--- src/msbb_pkg.sv ---
package msbb_pkg;

  localparam int unsigned DATA_W   = 32;
  localparam int unsigned LEN_W    = 6;
  localparam int unsigned CHUNK_W  = 5;
  localparam int unsigned SHIFT_W  = 5;
  localparam int unsigned EXP_W    = 6;
  localparam int unsigned MODE_W   = 2;
  localparam int unsigned CFG_IDX_W = 2;
  localparam int unsigned CFG_W    = CHUNK_W;
  localparam int unsigned OUT_PAD_W = 2;
  localparam int unsigned TDATA_O_W = 2 * DATA_W + LEN_W + OUT_PAD_W;

  localparam logic [MODE_W-1:0] MODE_DIRECT = 2'd0;
  localparam logic [MODE_W-1:0] MODE_MSB    = 2'd1;
  localparam logic [MODE_W-1:0] MODE_MSB2   = 2'd2;

  localparam logic [CFG_IDX_W-1:0] REG_SYMBOL_MODE     = 2'd0;
  localparam logic [CFG_IDX_W-1:0] REG_CHUNK_BITS      = 2'd1;
  localparam logic [CFG_IDX_W-1:0] REG_INCLUSIVE_BOUND = 2'd2;

  localparam logic [MODE_W-1:0]  RST_SYMBOL_MODE     = MODE_DIRECT;
  localparam logic [CHUNK_W-1:0] RST_CHUNK_BITS      = 5'd8;
  localparam logic               RST_INCLUSIVE_BOUND = 1'b1;

  // sequencer -> datapath
  typedef struct packed {
    logic load;
    logic shift_one;
    logic add_base;
    logic chunk_adv;
    logic cnt_dec;
  } msbb_ctrl_t;

  // datapath -> sequencer
  typedef struct packed {
    logic passes;
    logic cnt_zero;
    logic chunk_cond;
    logic sym_ge_thr;
  } msbb_stat_t;

  // chunk width 0 behaves as 1
  function automatic logic [CHUNK_W-1:0] eff_chunk(input logic [CHUNK_W-1:0] b);
    logic [CHUNK_W-1:0] r;
    r = (b == '0) ? CHUNK_W'(1) : b;
    return r;
  endfunction

endpackage

--- src/msbb_dpath.sv ---
module msbb_dpath
  import msbb_pkg::*;
(
  input  logic                clk_i,
  input  msbb_ctrl_t          ctrl_i,
  input  logic [DATA_W-1:0]   value_i,
  input  logic [CHUNK_W-1:0]  chunk_i,
  input  logic                incl_i,
  output msbb_stat_t          stat_o,
  output logic [DATA_W-1:0]   coded_o,
  output logic [DATA_W-1:0]   esc_o,
  output logic [LEN_W-1:0]    len_o
);

  logic [DATA_W-1:0]  v_q, sym_q, base_q;
  logic [SHIFT_W-1:0] shift_q;
  logic [EXP_W-1:0]   exp_q;
  logic [CHUNK_W-1:0] cnt_q;

  logic [DATA_W-1:0] thr, pow, mask;
  logic              in_passes, v_over_pow;

  always_comb begin
    thr = DATA_W'(1) << chunk_i;
    pow = DATA_W'(1) << exp_q[EXP_W-2:0];
    in_passes  = incl_i ? (value_i <= thr) : (value_i < thr);
    v_over_pow = incl_i ? (v_q > pow) : (v_q >= pow);
    mask = ~({DATA_W{1'b1}} << shift_q);
  end

  // bound exponent at or above 32 can never be exceeded by a 32-bit value
  assign stat_o.passes     = in_passes;
  assign stat_o.cnt_zero   = (cnt_q == '0);
  assign stat_o.chunk_cond = !exp_q[EXP_W-1] && v_over_pow;
  assign stat_o.sym_ge_thr = (sym_q >= thr);

  always_ff @(posedge clk_i) begin
    if (ctrl_i.load) begin
      v_q     <= value_i;
      sym_q   <= value_i;
      base_q  <= '0;
      shift_q <= '0;
      exp_q   <= EXP_W'(chunk_i);
      cnt_q   <= '0;
    end else begin
      if (ctrl_i.shift_one) begin
        sym_q   <= sym_q >> 1;
        shift_q <= shift_q + SHIFT_W'(1);
      end
      if (ctrl_i.add_base) begin
        base_q <= base_q + thr;
      end
      if (ctrl_i.chunk_adv) begin
        exp_q <= exp_q + EXP_W'(chunk_i);
        cnt_q <= chunk_i;
      end else if (ctrl_i.cnt_dec) begin
        cnt_q <= cnt_q - CHUNK_W'(1);
      end
    end
  end

  assign coded_o = sym_q + base_q;
  assign esc_o   = v_q & mask;
  assign len_o   = LEN_W'(shift_q);

endmodule

--- src/msbb_seq.sv ---
module msbb_seq
  import msbb_pkg::*;
(
  input  logic               clk_i,
  input  logic               rst_ni,
  input  logic               in_valid_i,
  output logic               in_ready_o,
  input  logic [MODE_W-1:0]  mode_i,
  input  msbb_stat_t         stat_i,
  input  logic               out_free_i,
  output msbb_ctrl_t         ctrl_o,
  output logic               out_load_o
);

  localparam logic [1:0] ST_IDLE = 2'd0;
  localparam logic [1:0] ST_RUN  = 2'd1;
  localparam logic [1:0] ST_FIN  = 2'd2;

  logic [1:0] state_q, state_d;

  always_comb begin
    state_d    = state_q;
    ctrl_o     = '0;
    out_load_o = 1'b0;
    in_ready_o = 1'b0;
    case (state_q)
      ST_IDLE: begin
        in_ready_o = 1'b1;
        if (in_valid_i) begin
          ctrl_o.load = 1'b1;
          if (!stat_i.passes && (mode_i inside {MODE_MSB, MODE_MSB2})) begin
            state_d = ST_RUN;
          end else begin
            state_d = ST_FIN;
          end
        end
      end
      ST_RUN: begin
        if (mode_i == MODE_MSB) begin
          // drain the current chunk one bit a cycle, then test the next bound
          if (!stat_i.cnt_zero) begin
            ctrl_o.shift_one = 1'b1;
            ctrl_o.cnt_dec   = 1'b1;
          end else if (stat_i.chunk_cond) begin
            ctrl_o.add_base  = 1'b1;
            ctrl_o.chunk_adv = 1'b1;
          end else begin
            state_d = ST_FIN;
          end
        end else if (mode_i == MODE_MSB2) begin
          if (stat_i.sym_ge_thr) begin
            ctrl_o.shift_one = 1'b1;
            ctrl_o.add_base  = 1'b1;
          end else begin
            state_d = ST_FIN;
          end
        end else begin
          state_d = ST_FIN;
        end
      end
      ST_FIN: begin
        if (out_free_i) begin
          out_load_o = 1'b1;
          state_d    = ST_IDLE;
        end
      end
      default: begin
        state_d = ST_IDLE;
      end
    endcase
  end

  always_ff @(posedge clk_i or negedge rst_ni) begin
    if (!rst_ni) begin
      state_q <= ST_IDLE;
    end else begin
      state_q <= state_d;
    end
  end

endmodule

--- src/msbb_out_stage.sv ---
module msbb_out_stage
  import msbb_pkg::*;
(
  input  logic                  clk_i,
  input  logic                  rst_ni,
  input  logic                  load_i,
  input  logic [DATA_W-1:0]     coded_i,
  input  logic [DATA_W-1:0]     esc_i,
  input  logic [LEN_W-1:0]      len_i,
  output logic                  free_o,
  output logic                  valid_o,
  input  logic                  ready_i,
  output logic [TDATA_O_W-1:0]  data_o
);

  logic                 valid_q;
  logic [TDATA_O_W-1:0] data_q;

  assign free_o = !valid_q || ready_i;

  always_ff @(posedge clk_i or negedge rst_ni) begin
    if (!rst_ni) begin
      valid_q <= 1'b0;
    end else if (load_i) begin
      valid_q <= 1'b1;
    end else if (ready_i) begin
      valid_q <= 1'b0;
    end
  end

  always_ff @(posedge clk_i) begin
    if (load_i) begin
      data_q <= {{OUT_PAD_W{1'b0}}, len_i, esc_i, coded_i};
    end
  end

  assign valid_o = valid_q;
  assign data_o  = data_q;

endmodule

--- src/msb_symbol_bucketer.sv ---
// Direct mode or a passing value goes from accept to the finish state, then to the output register.
// msb_2 mode shifts one escape bit per step; msb mode also tests each chunk bound before draining it.
// Worst case: chunk width 1, 31 one-bit shifts plus 32 bound tests.
// One item at a time: the shared one-bit shifter/adder sets the rate; the next
// item is taken the cycle after the result moves into the output register.
// Reset: symbol_mode 0, chunk_bits 8, inclusive_bound 1, output register empty.
module msb_symbol_bucketer
  import msbb_pkg::*;
(
  input  logic                  clk_i,
  input  logic                  rst_ni,
  input  logic                  s_axis_tvalid,
  output logic                  s_axis_tready,
  input  logic [DATA_W-1:0]     s_axis_tdata,   // [31:0] value
  output logic                  m_axis_tvalid,
  input  logic                  m_axis_tready,
  output logic [TDATA_O_W-1:0]  m_axis_tdata,   // [31:0] coded_symbol, [63:32] escape_bits,
                                                // [69:64] escape_length, [71:70] zero
  input  logic                  cfg_we_i,
  input  logic [CFG_IDX_W-1:0]  cfg_idx_i,
  input  logic [CFG_W-1:0]      cfg_data_i
);

  logic [MODE_W-1:0]  symbol_mode_q;
  logic [CHUNK_W-1:0] chunk_bits_q;
  logic               inclusive_bound_q;

  always_ff @(posedge clk_i or negedge rst_ni) begin
    if (!rst_ni) begin
      symbol_mode_q     <= RST_SYMBOL_MODE;
      chunk_bits_q      <= RST_CHUNK_BITS;
      inclusive_bound_q <= RST_INCLUSIVE_BOUND;
    end else if (cfg_we_i) begin
      case (cfg_idx_i)
        REG_SYMBOL_MODE:     symbol_mode_q     <= cfg_data_i[MODE_W-1:0];
        REG_CHUNK_BITS:      chunk_bits_q      <= cfg_data_i[CHUNK_W-1:0];
        REG_INCLUSIVE_BOUND: inclusive_bound_q <= cfg_data_i[0];
        default: ;
      endcase
    end
  end

  msbb_ctrl_t        ctrl;
  msbb_stat_t        stat;
  logic [DATA_W-1:0] coded, esc;
  logic [LEN_W-1:0]  len;
  logic              out_free, out_load;

  msbb_seq u_seq (
    .clk_i      (clk_i),
    .rst_ni     (rst_ni),
    .in_valid_i (s_axis_tvalid),
    .in_ready_o (s_axis_tready),
    .mode_i     (symbol_mode_q),
    .stat_i     (stat),
    .out_free_i (out_free),
    .ctrl_o     (ctrl),
    .out_load_o (out_load)
  );

  msbb_dpath u_dpath (
    .clk_i   (clk_i),
    .ctrl_i  (ctrl),
    .value_i (s_axis_tdata),
    .chunk_i (eff_chunk(chunk_bits_q)),
    .incl_i  (inclusive_bound_q),
    .stat_o  (stat),
    .coded_o (coded),
    .esc_o   (esc),
    .len_o   (len)
  );

  msbb_out_stage u_out (
    .clk_i   (clk_i),
    .rst_ni  (rst_ni),
    .load_i  (out_load),
    .coded_i (coded),
    .esc_i   (esc),
    .len_i   (len),
    .free_o  (out_free),
    .valid_o (m_axis_tvalid),
    .ready_i (m_axis_tready),
    .data_o  (m_axis_tdata)
  );

endmodule

--- config.mk ---
export PLATFORM = sky130hd
export DESIGN_NAME = msb_symbol_bucketer
export DESIGN_NICKNAME = d
export VERILOG_FILES = /design/src/msbb_pkg.sv /design/src/msbb_dpath.sv /design/src/msbb_seq.sv /design/src/msbb_out_stage.sv /design/src/msb_symbol_bucketer.sv
export SDC_FILE = /design/constraint.sdc
export NUM_CORES = 1
export LEC_CHECK = 0
export ABC_AREA = 1
export BUFFER_PORTS_ARGS = -buffer_cell sky130_fd_sc_hd__buf_2
export CORE_MARGIN = 1
export CORE_UTILIZATION = 42
export CTS_CLUSTER_DIAMETER = 40
export DETAILED_ROUTE_END_ITERATION = 10
export HOLD_SLACK_MARGIN = 0.06
export PLACE_DENSITY_LB_ADDON = 0.2
export SYNTH_ARGS = -nofsm -noshare
export SYNTH_HDL_FRONTEND = slang
export SYNTH_HIERARCHICAL = 1
export SYNTH_SLANG_ARGS = --single-unit
--- constraint.sdc ---
create_clock -name clk_i -period 11.05 [get_ports clk_i]
set_clock_uncertainty 0.15 [all_clocks]
set_input_delay 2.21 -clock clk_i [delete_from_list [all_inputs] [get_ports clk_i]]
set_output_delay 2.21 -clock clk_i [all_outputs]
set_load 0.05 [all_outputs]
---- After elaboration in Yosys (flattened, before gate mapping) ----
Cells that the tools add are included.
cells by class
  shift-type cells ........................ 3
  reduce and logical (&&, ||, !) cells .... 19
  order comparisons ....................... 5
  add/sub/neg operators ................... 5
  bitwise logic cells ..................... 2
  mux-type cells .......................... 33
  equality and inequality tests ........... 11
operators with widths
  cell                                               number
  adder 32 bit                                       2
  >= comparator 32 bit                               2
  two-way mux 32 bit                                 2
  left shift 1 x 5 -> 32 bit, first input constant   2
  AND 32 bit                                         1
  greater-than comparator 32 bit                     1
  less-or-equal comparator 32 bit                    1
  less-than comparator 32 bit                        1
  NOT 32 bit                                         1
  left shift 32 x 5 -> 32 bit, first input constant  1
  two-way mux 2 bit                                  14
  two-way mux 5 bit                                  5
  logical NOT 5 bit                                  2
  two-way mux 1 bit                                  10
  nonzero test 2 bit                                 5
  adder 6 x 5 -> 6 bit                               1
  == test 2 x 1 -> 1 bit, second input constant      3
  == test 2 bit, second input constant               3
  one-hot mux 2 bit (3 select lines)                 1
  AND reduction 2 bit                                3
  adder 5 x 1 -> 5 bit, second input constant        1
  AND reduction 5 bit                                1
  subtractor 5 x 1 -> 5 bit, second input constant   1
  logical NOT 2 bit                                  2
  8 further kinds                                    12
word-level totals
  word-level logic and storage cells ...... 91
  bits in registers ....................... 192

---- Logic depth before layout (Yosys ltp) ----
Gate-level depths: netlist of run 1.
  depth after elaboration ................. 10
  mapped depth ............................ 29
  mapped depth without buffers ............ 27

---- Hierarchy ----
The synthesis of run 1 kept the hierarchy.
modules (own cells, without submodules)
  module               sequential area each (um2)  instances  cells each  area each (um2)
  msbb_dpath           2,932.8                     1          1,815       11,801.3
  msbb_out_stage       2,127.0                     1          78          2,165.8
  msb_symbol_bucketer  202.7                       1          49          395.4
  msbb_seq             50.0                        1          49          289.0

---- Worst setup path before layout of run 1 ----
No wires, ideal clock.
  path type ............................... input -> register
  start ................................... input m_axis_tready
  end ..................................... register u_out.data_q[0] (netlist: u_out/data_o[0]), enable pin
  arrival ................................. 5.316 ns
  data required time ...................... 10.400 ns
  stages on the path ...................... 4
  library setup time ...................... 0.500 ns
  slack ................................... 5.084 ns
  path through ............................ inv_1 > nand2_2 > inv_1 > nor2_1
on the way
  cells in the longest elaborated chain, start to end .. 3
RTL lines
  element                 RTL line                   source
  start: declaration      msb_symbol_bucketer.sv:16  input logic m_axis_tready,
  logical OR 1 bit        msbb_out_stage.sv:19       assign free_o = !valid_q || ready_i;
  net out_free            msb_symbol_bucketer.sv:47  logic out_free, out_load;
  two-way mux 1 bit       msbb_seq.sv:62             if (out_free_i) begin
  two-way mux 1 bit       msbb_seq.sv:26             case (state_q)
  net out_load            msb_symbol_bucketer.sv:47
  end signal: assignment  msbb_out_stage.sv:33       data_q <= {{OUT_PAD_W{1'b0}}, len_i, esc_i, coded_i};
  end: declaration        msbb_out_stage.sv:17       logic [TDATA_O_W-1:0] data_q;
The timed path passes the listed nets, and every way through them passes these cells.
A chain may end at the register's enable or synchronous reset.

==> reports/metrics.yaml, run 1 <==
detailed_routing:
  drt_pass1_iterations: 8
  drt_first_iter_violations: 1262
  drc_errors: 1
  wl_um: 45300
  vias: 13390
  final_antenna_net_count: 0
  via_per_inst: 5.24
  drt-wirelength-per-cell_um: 17.8
cells_and_area:
  layoutNonFillerInstCount: 2554
  antenna-diode-count: 0
  fillers: 3527
  post_route_cells_drive_above_1_share_pct: 9.10
  area_growth_syn_to_layout_pct: 10.9
  layout_common_cells: "nand2_1 (560), inv_1 (283), nor2_1 (226)"
  layout_commonest_cell: "nand2_1"
  nets: 2305
synth:
  syn-mean-instance-area_um2: 7.36
  ys.warnings.count: 6
  synthesis_stage_register_bit_count: 193
  post_syn_area_um2: 14700
  syn-instance-count: 1991
  synth.lib_cells_used.distinct: 46
  share_of_the_yosys_chip_area_belonging_to_registers_pct: 36.3
  synth-async-reset-ratio_pct: 5.70
  number_of_enable_type_register_cells_in_the_synthesized_netlist: 139
  ys.flop_type: "edfxtp_1"
place:
  io_buffers: 115
  dp.cells: 2522
  post-dp-hpwl_um: 37500
  place.gp.congestion: 0.930
  pre_cts_slack_ns: 6.03
global_routing:
  grt_remaining_overflow: 0
  antenna_found_initial: 0
  grt_max_degree: 72
  wire_length_of_the_first_global_routing_pass_um: 70500
  via_count_of_the_first_global_routing_pass: 12463
  track_usage_pct: 26.1
run_status:
  status: "finished with violations"
  violations_in_the_final_reports: "DRC"
hold_path:
  hold_path_class: "reg2reg"
  hp-start: "u_dpath/exp_q[5]$_SDFFE_PP0P_"
timing:
  fin_tns_setup_ns: 0
  slew_headroom_pct: 42.4
  maxSlewViolCount: 0
  finalSetupViolCount: 0
  finalWorstPathRequiredPeriod_ns: 5.04
  rsz0062_at_grt: "no"
  maxClockFrequency_mhz: 199
  timing_worst_slew_pin_value_ns: 0.864
  setup_slack_ns: 6.01
  number_of_hold_slack_violations_in_the_final_timing_report: 0
  min_period_over_period_pct: 45.6
critical_path:
  timing.critical_path.required_ns: 11.24
  worstSetupStartpoint: "chunk_bits_q[4]$_DFFE_PN0P_"
  end_kind: "flop"
  critPathBufInv: 5
  worst_ep_arrival_time_ns: 5.23
  cp_startpoint_kind: "flop"
  worstReg2RegStart: "chunk_bits_q[4]$_DFFE_PN0P_"
  timing.critical_path.max_delay_family: "simple AND/OR/NAND/NOR gates"
  worstPathMaxFanout: 48
  max_stage_delay_ns: 0.66
  worstPathCellList: "nor2_1, nand2_1, nand2_1, inv_1, nor2_1, nand3_1, nor2_1, inv_1, ha_1, nand2_1, nor2_1, nor3b_1, and3_1, nand4_1, nand3_1, nand3_1, nand2_1, nand2_1, a21oi_4, buf_4, inv_1, o21ai_0, inv_1"
  crit_slowest_cell: "dfrtp_1"
  ws_path_type: "reg2reg"
  critPathMostFrequentCell: "nand2_1"
die:
  count_of_standard_cell_rows: 68
  floorplan.initialDensity_pct: 42.5
  design.die.area_um2: 35600
  floorplan.core_area_um2: 34500
  die_y_extent_um: 189
  boundaryPins: 118
  die-width_um: 189
clocking:
  htreeDepth: 4
  cts_num_sinks: 193
  post-cts-setup-buffer-count: 0
  cts_resized: 0
  cts_root_buf: "clkbuf_16"
  clock_buffers_created_by_tritoncts: 17
  cts.reportedPaths.clkPinSlew_ns: 0.08
  cts_hold_buffers: 0
  cts_tree: "yes"
  clk_latency_ns: 0.45
  clockBufferDepth: 2
pwr:
  power.ir.vdd_worst_mv: 0.159
  p_per_area_nw_per_um2: 245
  power.leakage_nw: 7.96
run:
  drv.max_cap_violation_count: 0
[worst reg2reg max path, cell delays in order (launching register included)]
cell and delay, ns:
dfrtp_1 0.66, nor2_1 0.19, nand2_1 0.07, nand2_1 0.16, inv_1 0.14, nor2_1 0.23
nand3_1 0.16, nor2_1 0.20, inv_1 0.10, ha_1 0.30, nand2_1 0.05, nor2_1 0.12
nor3b_1 0.28, and3_1 0.25, nand4_1 0.09, nand3_1 0.14, nand3_1 0.11, nand2_1 0.07
nand2_1 0.14, a21oi_4 0.15, buf_4 0.46, inv_1 0.40, o21ai_0 0.27, inv_1 0.05
[per-layer routing]
layer	vias up	share of wire (%)	track usage (%)
met3	70	5.3	2.59
li1	6680	-	-
met2	461	44	40.5
met5	-	0	0
met1	6179	48	37.7
met4	0	3.1	8.87
[cells in the mapped netlist (2+ instances only)]
library cell  instances  share of area [%]
a211oi_1              2               0.10
a21boi_0              4               0.20
a21o_1                5               0.26
a21oi_1             128                4.4
a31oi_1               4               0.17
and2_1                3               0.13
buf_1                 6               0.15
buf_2                 3               0.10
buf_4                 6               0.31
clkbuf_1             31               0.79
conb_1                2              0.051
dfrtp_1               9                1.5
dfstp_2               2               0.36
dfxtp_1              43                5.9
edfxtp_1            139                 28
fa_1                  3               0.41
ha_1                172                 15
inv_1               283                7.3
inv_2                 3              0.077
nand2_1             560                 14
nand2_2              14               0.60
nand3_1             100                3.4
nand3_2               4               0.27
nand3b_1              4               0.20
nand4_1              43                1.8
nor2_1              228                5.8
nor2_2                7               0.30
nor3_1               33                1.1
nor3b_1               2               0.10
nor4_1                4               0.17
o211ai_1              5               0.26
o21a_1                5               0.26
o21ai_0              78                2.7
o21bai_1              6               0.31
o22ai_1               2              0.085
or2_2                 2              0.085
xnor2_1               6               0.36
xor2_1               32                1.9
[logic make-up (layout without fill, tap and decap cells)]
logic type | count (synthesis) | in the layout | synth area share (%)
and+or+nand+nor | 1007 | 1007 | 28.7
buffers and inverters | 334 | 440 | 8.79
AOI/OAI and AO/OA | 242 | 242 | 8.88
DFF | 193 | 193 | 36.3
adders and majority gates | 175 | 175 | 15.1
xor gates and xnor gates | 38 | 38 | 2.27
other | 2 | 4 | 0.0513
[per-stage QoR]
stage | area (µm²) | utilization (%) | power, W | hold slack [ns]
3_5_place_dp | 15700 | 45.5 | 0.00335 | 0.312
2_1_floorplan | 14700 | - | 0.00278 | 0.256
4_1_cts | 16300 | 47.2 | 0.00397 | 0.331
6_report | 16300 | 47.2 | 0.00398 | 0.328
5_1_grt | 16300 | 47.2 | 0.00426 | 0.365
3_3_place_gp | 15700 | 45.5 | 0.00333 | 0.308
[area by class of cell]
type | count | area (µm²) | area share (%)
multi-input combinational | 1466 | 8090 | 49.8
clock buffer | 18 | 429 | 2.64
sequential | 193 | 5310 | 32.7
inverter | 287 | 1080 | 6.63
clock inverter | 14 | 156 | 0.962
timing repair buffer | 121 | 621 | 3.82
tap | 455 | 569 | 3.50
[sequential cells by signal, indices dropped and copies added, names as in the netlist]
| signal | cells |
|---|---|
| inclusive_bound_q | 1 |
| u_dpath/v_q | 32 |
| u_dpath/base_q | 32 |
| u_dpath/cnt_q | 5 |
| chunk_bits_q | 5 |
| u_dpath/shift_q | 5 |
| u_dpath/exp_q | 6 |
| u_out/data_o | 70 |
| u_out/valid_o | 1 |
| u_seq/state_q | 2 |
| symbol_mode_q | 2 |
| u_dpath/sym_q | 32 |
[power breakdown]
part           switching (W)  internal [W]
sequential          0.000231       0.00113
combinational        0.00144      0.000560
clock               0.000299      0.000320
total                0.00197       0.00201
[worst paths after layout]
| check | to | slack, ns | cells past startpoint |
|---|---|---|---|
| setup / recovery | u_dpath/base_q[13]$_SDFFE_PP0P_ | 6.01 | 23 |
| hold / removal | u_dpath/exp_q[5]$_SDFFE_PP0P_ | 0.33 | 1 |
| setup reg to reg | u_dpath/base_q[13]$_SDFFE_PP0P_ | 6.01 | 23 |
| hold reg to reg | u_dpath/exp_q[5]$_SDFFE_PP0P_ | 0.33 | 1 |
| max in group asynchronous | inclusive_bound_q$_DFFE_PN1P_ | 9.01 | 1 |
| min in group asynchronous | chunk_bits_q[4]$_DFFE_PN0P_ | 1.48 | 1 |
No activity file was read; power rests on OpenSTA's default activity.
==> run 2: changes to the inputs <==
ABC_AREA = 0   (was 1)
clock period = 4.1 ns   (was 11.05 ns; I/O delays follow)
==> run 2 against run 1 <==
  * The run ends with setup timing left
  * Non-clock buffer count is 112 higher
  * Sequential cell count stayed put
  * Worst setup slack got worse by 6.2 ns
  * Synthesized area shrank 8.4%
  * Critical endpoint is now u_dpath/base_q[27]$_SDFFE_PP0P_
==> reports/metrics.yaml, run 2 <==
critical_path:
  timing.critical_path.required_ns: 4.28
  end_kind: "flop"
  cp_startpoint_kind: "flop"
  worstPathMaxFanout: 6
  ff2ff_path_depth: 16
  ws_path_type: "reg2reg"
  worstReg2RegStart: "chunk_bits_q[2]$_DFFE_PN0P_"
  worst_ep_arrival_time_ns: 4.45
  r2r_end: "u_dpath/base_q[27]$_SDFFE_PP0P_"
  regToRegSetupSlack_ns: -0.18
cells_and_area:
  final_area_um2: 16300
  largest_register_ffs: 70
  layout_common_cells: "ha_1 (163), edfxtp_1 (139), buf_2 (115)"
  layout_commonest_cell: "ha_1"
  utilization_pct: 51.8
  fillers: 2877
  nets: 1751
  layoutNonFillerInstCount: 1947
  post_route_cells_drive_above_1_share_pct: 25.1
  antenna-diode-count: 0
  area_growth_syn_to_layout_pct: 21.5
detailed_routing:
  drc_errors: 0
  drt_pass1_iterations: 5
  via_per_inst: 5.50
  wl_um: 36800
  drt_first_iter_violations: 601
  final_antenna_net_count: 0
  drt-wirelength-per-cell_um: 18.9
  vias: 10714
pwr:
  power.clock.fraction_pct: 20.2
  power.internal_w: 0.00503
  power.ir.vdd_worst_mv: 0.348
  p_per_area_nw_per_um2: 525
  power_frac_seq_pct: 36.0
  power.switching_w: 0.00353
  combPwrFrac_pct: 43.8
  sw_frac_of_total_pct: 41.2
  power.leakage_nw: 7.28
clocking:
  clockBufferDepth: 2
  cts.reportedPaths.clkPinSlew_ns: 0.07
  cts_num_sinks: 193
  cts_root_buf: "clkbuf_16"
  clk_latency_ns: 0.44
  clock_buffers_created_by_tritoncts: 17
  cts_tree: "yes"
  htreeDepth: 4
place:
  place.gp.congestion: 0.906
  io_buffers: 115
  place_area_um2: 15100
  dp.cells: 1891
  post-dp-hpwl_um: 27800
run:
  drv.max_cap_violation_count: 0
synth:
  syn-mean-instance-area_um2: 10.1
  synth_xor_area_share_pct: 3.98
  synth_mux_area_share_pct: 5.22
  ys.flop_type: "edfxtp_1"
  synth-async-reset-ratio_pct: 5.70
  post-synth-top-count-cell: "ha_1"
  ys.warnings.count: 6
  number_of_enable_type_register_cells_in_the_synthesized_netlist: 139
  post_syn_area_um2: 13400
  synthAdderAreaFrac_pct: 16.5
  share_of_the_yosys_chip_area_belonging_to_registers_pct: 39.6
  netlist.top_cell.by_area: "edfxtp_1"
  syn-instance-count: 1326
  synth_top_area_share_pct: 31.1
  synth_top_cells_by_area: "edfxtp_1 (31%), ha_1 (16%), dfxtp_1 (6.4%)"
  largest_family_of_logic_cells_by_synthesized_area: "compound AO/OA/AOI/OAI gates"
  synth.lib_cells_used.distinct: 90
  yosys-top-cells-count: "ha_1 (172), edfxtp_1 (139), nand2_1 (119), nor2_1 (96), a21oi_1 (94)"
  synth_simple_gate_area_share_pct: 14.5
  synth-compound-area-share_pct: 16.7
  synthesis_stage_register_bit_count: 193
global_routing:
  wire_length_of_the_first_global_routing_pass_um: 57200
  grt_max_degree: 120
  via_count_of_the_first_global_routing_pass: 10394
  antenna_found_initial: 0
  track_usage_pct: 22.6
  grt_remaining_overflow: 0
die:
  floorplan.initialDensity_pct: 42.7
  die_y_extent_um: 181
  design.die.area_um2: 32700
  boundaryPins: 118
  count_of_standard_cell_rows: 65
  die-width_um: 181
  floorplan.core_area_um2: 31500
timing:
  rsz0062_at_grt: "yes"
  min_period_over_period_pct: 104
  maxSlewViolCount: 0
  fin_tns_setup_ns: -1.29
  timing_worst_slew_pin_value_ns: 1.15
  finalWorstPathRequiredPeriod_ns: 4.28
  number_of_hold_slack_violations_in_the_final_timing_report: 0
  slew_headroom_pct: 23.0
  finalSetupViolCount: 26
  setup_slack_ns: -0.175
  maxClockFrequency_mhz: 234
hold_path:
  hold_path_class: "in2async"
run_status:
  status: "finished with violations"
  violations_in_the_final_reports: "setup timing"
run 2: repair_timing:
action / 4_1_cts / 5_1_grt
cloned: 1 / 2
setup buffers: 12 / 10
endpoints found under the setup margin: 64 / 72
hold buffers: 0 / 0
pin swaps: 12 / 25
hold endpoints to repair: 0 / 0
resized for setup: 38 / 48
run 2: per-layer routing:
metal  part of all wire, %  up-vias  global-route usage [%]
li1                      -     5295                       -
met1                    47     5077                    30.4
met2                    46      301                    36.8
met3                   4.4       41                    3.67
met4                   2.4        0                    7.52
met5                     0        -                       0
run 2: worst max-delay path by stage:
stage | from | to | slack, ns
floorplan | chunk_bits_q[1]$_DFFE_PN0P_ | u_dpath/base_q[29]$_SDFFE_PP0P_ | 0.004
global placement | chunk_bits_q[1]$_DFFE_PN0P_ | u_dpath/base_q[27]$_SDFFE_PP0P_ | -0.19
detailed placement | chunk_bits_q[1]$_DFFE_PN0P_ | u_dpath/base_q[25]$_SDFFE_PP0P_ | -0.30
CTS | chunk_bits_q[4]$_DFFE_PN0P_ | u_dpath/base_q[27]$_SDFFE_PP0P_ | -0.14
global route | chunk_bits_q[2]$_DFFE_PN0P_ | u_dpath/base_q[30]$_SDFFE_PP0P_ | -0.34
finish | chunk_bits_q[2]$_DFFE_PN0P_ | u_dpath/base_q[27]$_SDFFE_PP0P_ | -0.18
run 2: worst max-delay path, stage by stage (launching register included):
cell,delay (ns)
dfrtp_1,0.42
o41ai_4,0.46
and2_1,0.21
buf_6,0.11
buf_12,0.12
nand2_2,0.06
ha_1,0.30
nand4_1,0.13
or4_1,0.53
o211ai_1,0.20
nand3b_1,0.13
a21boi_4,0.17
nor3b_4,0.39
clkinv_4,0.17
buf_6,0.17
and3_4,0.14
a311o_1,0.30
run 2: kinds of logic after synthesis:
logic type / Yosys count
other: 2
AOI/OAI and AO/OA: 322
muxes: 63
DFF: 193
xor gates and xnor gates: 61
buffers and inverters: 118
adders and majority gates: 175
and+or+nand+nor: 392
run 2: through the flow:
step                      worst slack, ns  total power [W]  hold WS, ns
after CTS                          -0.142          0.00847       0.0772
after detailed placement           -0.303          0.00660        0.342
after global placement             -0.189          0.00656        0.348
final                              -0.175          0.00856       0.0939
after global routing               -0.336          0.00905       0.0853
after floorplan                   0.00396          0.00547        0.256
run 2: cell type report:
type                    instances  area [µm²]  area share [%]
repair buffers                233        1590            9.75
inverters                      70         268            1.64
flip-flops and latches        193        5310            32.6
multi-input cells            1017        8040            49.3
clock buffers                  17         425            2.61
clock inverters                15         176            1.08
well taps                     402         503            3.08
run 2: power by group through the flow:
stage	Clock (W)	Sequential [W]	Combinational, W
CTS	0.00178	0.00308	0.00361
global route	0.00185	0.00313	0.00406
detailed placement	0	0.00311	0.00349
global placement	0	0.00312	0.00344
floorplan	0	0.00375	0.00172
finish	0.00173	0.00308	0.00375
==> run 3: changes to the inputs <==
SYNTH_HIERARCHICAL = not set   (was 1)
==> run 3 against run 2 <==
  * The flow now finishes without violations
  * Die area shrank 2.3%
  * Clock-buffer cell count up 1
  * Fmax increased by 11%
  * Critical path depth fell by 3
  * Design area shrank 9.1%
  * Routed wire length fell by 6.3%
  * Highest routed layer unchanged
  * Power increased by 1.2%
  * Sequential power grew 4%
  * Largest cell class unchanged
  * Via count shrank 3.7%
  * Worst setup slack improved by 0.41 ns
  * Synthesized cell count grew 4.0%
  * Critical path type unchanged
==> reports/metrics.yaml, run 3 <==
synth:
  syn-instance-count: 1379
  share_of_the_yosys_chip_area_belonging_to_registers_pct: 40.0
  post-synth-top-count-cell: "nand2_1"
  post_syn_area_um2: 13100
  number_of_enable_type_register_cells_in_the_synthesized_netlist: 137
  ys.warnings.count: 0
  netlist.top_cell.by_area: "edfxtp_1"
  synth_top_area_share_pct: 31.4
  synth.lib_cells_used.distinct: 80
  synth_top_cells_by_area: "edfxtp_1 (31%), ha_1 (16%), nand2_1 (6.9%)"
  ys.flop_type: "edfxtp_1"
  syn-mean-instance-area_um2: 9.51
  synthesis_stage_register_bit_count: 191
  synth-async-reset-ratio_pct: 5.76
  yosys-top-cells-count: "nand2_1 (240), ha_1 (170), edfxtp_1 (137), nor2_1 (101), a21oi_1 (88)"
place:
  io_buffers: 113
  pre_cts_slack_ns: 0.157
  post-dp-hpwl_um: 27100
  dp.cells: 1875
  place.gp.congestion: 0.885
cells_and_area:
  post_route_cells_drive_above_1_share_pct: 13.8
  antenna-diode-count: 0
  layout_commonest_cell: "nand2_1"
  sequential_cell_area_um2: 5250
  layout_common_cells: "nand2_1 (240), ha_1 (170), edfxtp_1 (137)"
  largest_register_ffs: 68
  multiInputGateArea_um2: 7450
  fillers: 2882
  utilization_pct: 48.4
  area_growth_syn_to_layout_pct: 13.1
  layoutNonFillerInstCount: 1907
  nets: 1715
detailed_routing:
  drc_errors: 0
  vias: 10313
  wl_um: 34500
  drt_first_iter_violations: 636
  final_antenna_net_count: 0
  drt_pass1_iterations: 5
  via_per_inst: 5.41
  drt-wirelength-per-cell_um: 18.1
clocking:
  cts_resized: 0
  cts_root_buf: "clkbuf_16"
  htreeDepth: 4
  cts_hold_buffers: 0
  clockBufferDepth: 2
  cts_tree: "yes"
  clk_latency_ns: 0.45
  cts.reportedPaths.clkPinSlew_ns: 0.08
  post-cts-setup-buffer-count: 0
  cts_num_sinks: 191
  clock_buffers_created_by_tritoncts: 17
timing:
  setup_slack_ns: 0.233
  number_of_hold_slack_violations_in_the_final_timing_report: 0
  finalWorstPathRequiredPeriod_ns: 3.87
  hold_slack_final_ns: 0.105
  rsz0062_at_grt: "no"
  finalSetupViolCount: 0
  timing_worst_slew_pin_value_ns: 0.894
  maxSlewViolCount: 0
  slew_headroom_pct: 40.4
  maxClockFrequency_mhz: 259
  min_period_over_period_pct: 94.3
  fin_tns_setup_ns: 0
global_routing:
  via_count_of_the_first_global_routing_pass: 10111
  grt_max_degree: 55
  wire_length_of_the_first_global_routing_pass_um: 54400
  antenna_found_initial: 1
  track_usage_pct: 22.4
  grt_remaining_overflow: 0
pwr:
  combPwrFrac_pct: 42.8
  power.internal_w: 0.00489
  sw_frac_of_total_pct: 43.5
  power.ir.vdd_worst_mv: 0.298
  power.clock.fraction_pct: 20.2
  power.switching_w: 0.00377
  power.leakage_nw: 6.68
  power_frac_seq_pct: 36.9
  p_per_area_nw_per_um2: 584
critical_path:
  timing.critical_path.required_ns: 4.31
  end_kind: "flop"
  worst_ep_arrival_time_ns: 4.08
  worstSetupStartpoint: "chunk_bits_q[3]$_DFFE_PN1P_"
  ws_path_type: "reg2reg"
  worstReg2RegStart: "chunk_bits_q[3]$_DFFE_PN1P_"
  cp_startpoint_kind: "flop"
  worstPathMaxFanout: 13
hold_path:
  hold_path_class: "in2async"
die:
  die-width_um: 179
  count_of_standard_cell_rows: 64
  die_y_extent_um: 179
  floorplan.initialDensity_pct: 42.8
  design.die.area_um2: 31900
  boundaryPins: 118
  floorplan.core_area_um2: 30700
run_status:
  status: "completed"
run:
  drv.max_cap_violation_count: 0
==> run 3: cell types whose count changed after synthesis, moves of 7 or more <==
cell      delta
o21ai_0     +11
nor3_1      +11
nand2_1    +121
and3_1       -9
clkbuf_1     -8
a21o_1      -16
mux2_2      -25
nand4_1      -8
a211oi_1     +7
nand2b_1    +11
==> run 3: routing by layer <==
| layer | track usage, % | wire, µm | vias up |
|---|---|---|---|
| met1 | 30.0 | 16400 | 4835 |
| met2 | 36.5 | 15800 | 217 |
| li1 | - | - | 5206 |
| met3 | 2.74 | 1120 | 55 |
| met4 | 9.50 | 1150 | 0 |
| met5 | 0 | 0 | - |
==> run 3: area by class of cell <==
class                   instances  share of cell area, %
inverters                      65                   1.65
clock buffers                  18                   2.89
clock inverters                14                   1.16
flip-flops and latches        191                   35.4
multi-input cells            1085                   50.2
well taps                     396                   3.34
repair buffers                138                   5.33
==> run 3: worst paths after layout <==
path / endpoint / slack (ns) / cells past startpoint
worst min-delay path: u_out.valid_o$_DFFE_PN0P_ / 0.10 / 1
worst max register to register: u_dpath.base_q[19]$_SDFFE_PP0P_ / 0.23 / 13
min in group clk_i: u_dpath.base_q[31]$_SDFFE_PP0P_ / 0.35 / 1
worst min register to register: u_dpath.base_q[31]$_SDFFE_PP0P_ / 0.35 / 1
max in group asynchronous: inclusive_bound_q$_DFFE_PN1P_ / 3.41 / 1
worst max-delay path: u_dpath.base_q[19]$_SDFFE_PP0P_ / 0.23 / 13
==> run 3: per-stage QoR <==
step | area [µm²] | total power [W]
after floorplan | 13100 | 0.00592
after global placement | 14200 | 0.00689
after detailed placement | 14200 | 0.00695
after CTS | 14800 | 0.00872
after global routing | 14800 | 0.00922
final | 14800 | 0.00866
==> run 3: power groups by stage <==
stage               sequential (W)  clock [W]  combinational, W
floorplan                  0.00400          0           0.00192
global placement           0.00322          0           0.00367
detailed placement         0.00323          0           0.00372
CTS                        0.00319    0.00178           0.00374
global route               0.00326    0.00186           0.00410
finish                     0.00320    0.00175           0.00371
==> run 3: cells by family after synthesis <==
family / synth area share [%]
AND/OR/NAND/NOR: 18.6
other: 0.0286
multiplexers: 2.69
AO/OA/AOI/OAI: 14.6
XOR/XNOR: 3.87
adder cells (fa/ha/maj): 16.7
buffers and inverters: 3.49
flip-flops: 40.0
==> run 3: critical path, stage by stage, from the launching register on <==
cell and delay [ns]:
dfstp_2 0.67, or3_1 0.15, nor2_1 0.06, buf_4 0.15, ha_1 0.18, a211oi_1 0.40, o211ai_1 0.20, and2_1 0.22
a221o_1 0.38, a31oi_2 0.37, o21ai_0 0.16, o221ai_1 0.20, mux2_2 0.37, a21oi_2 0.12
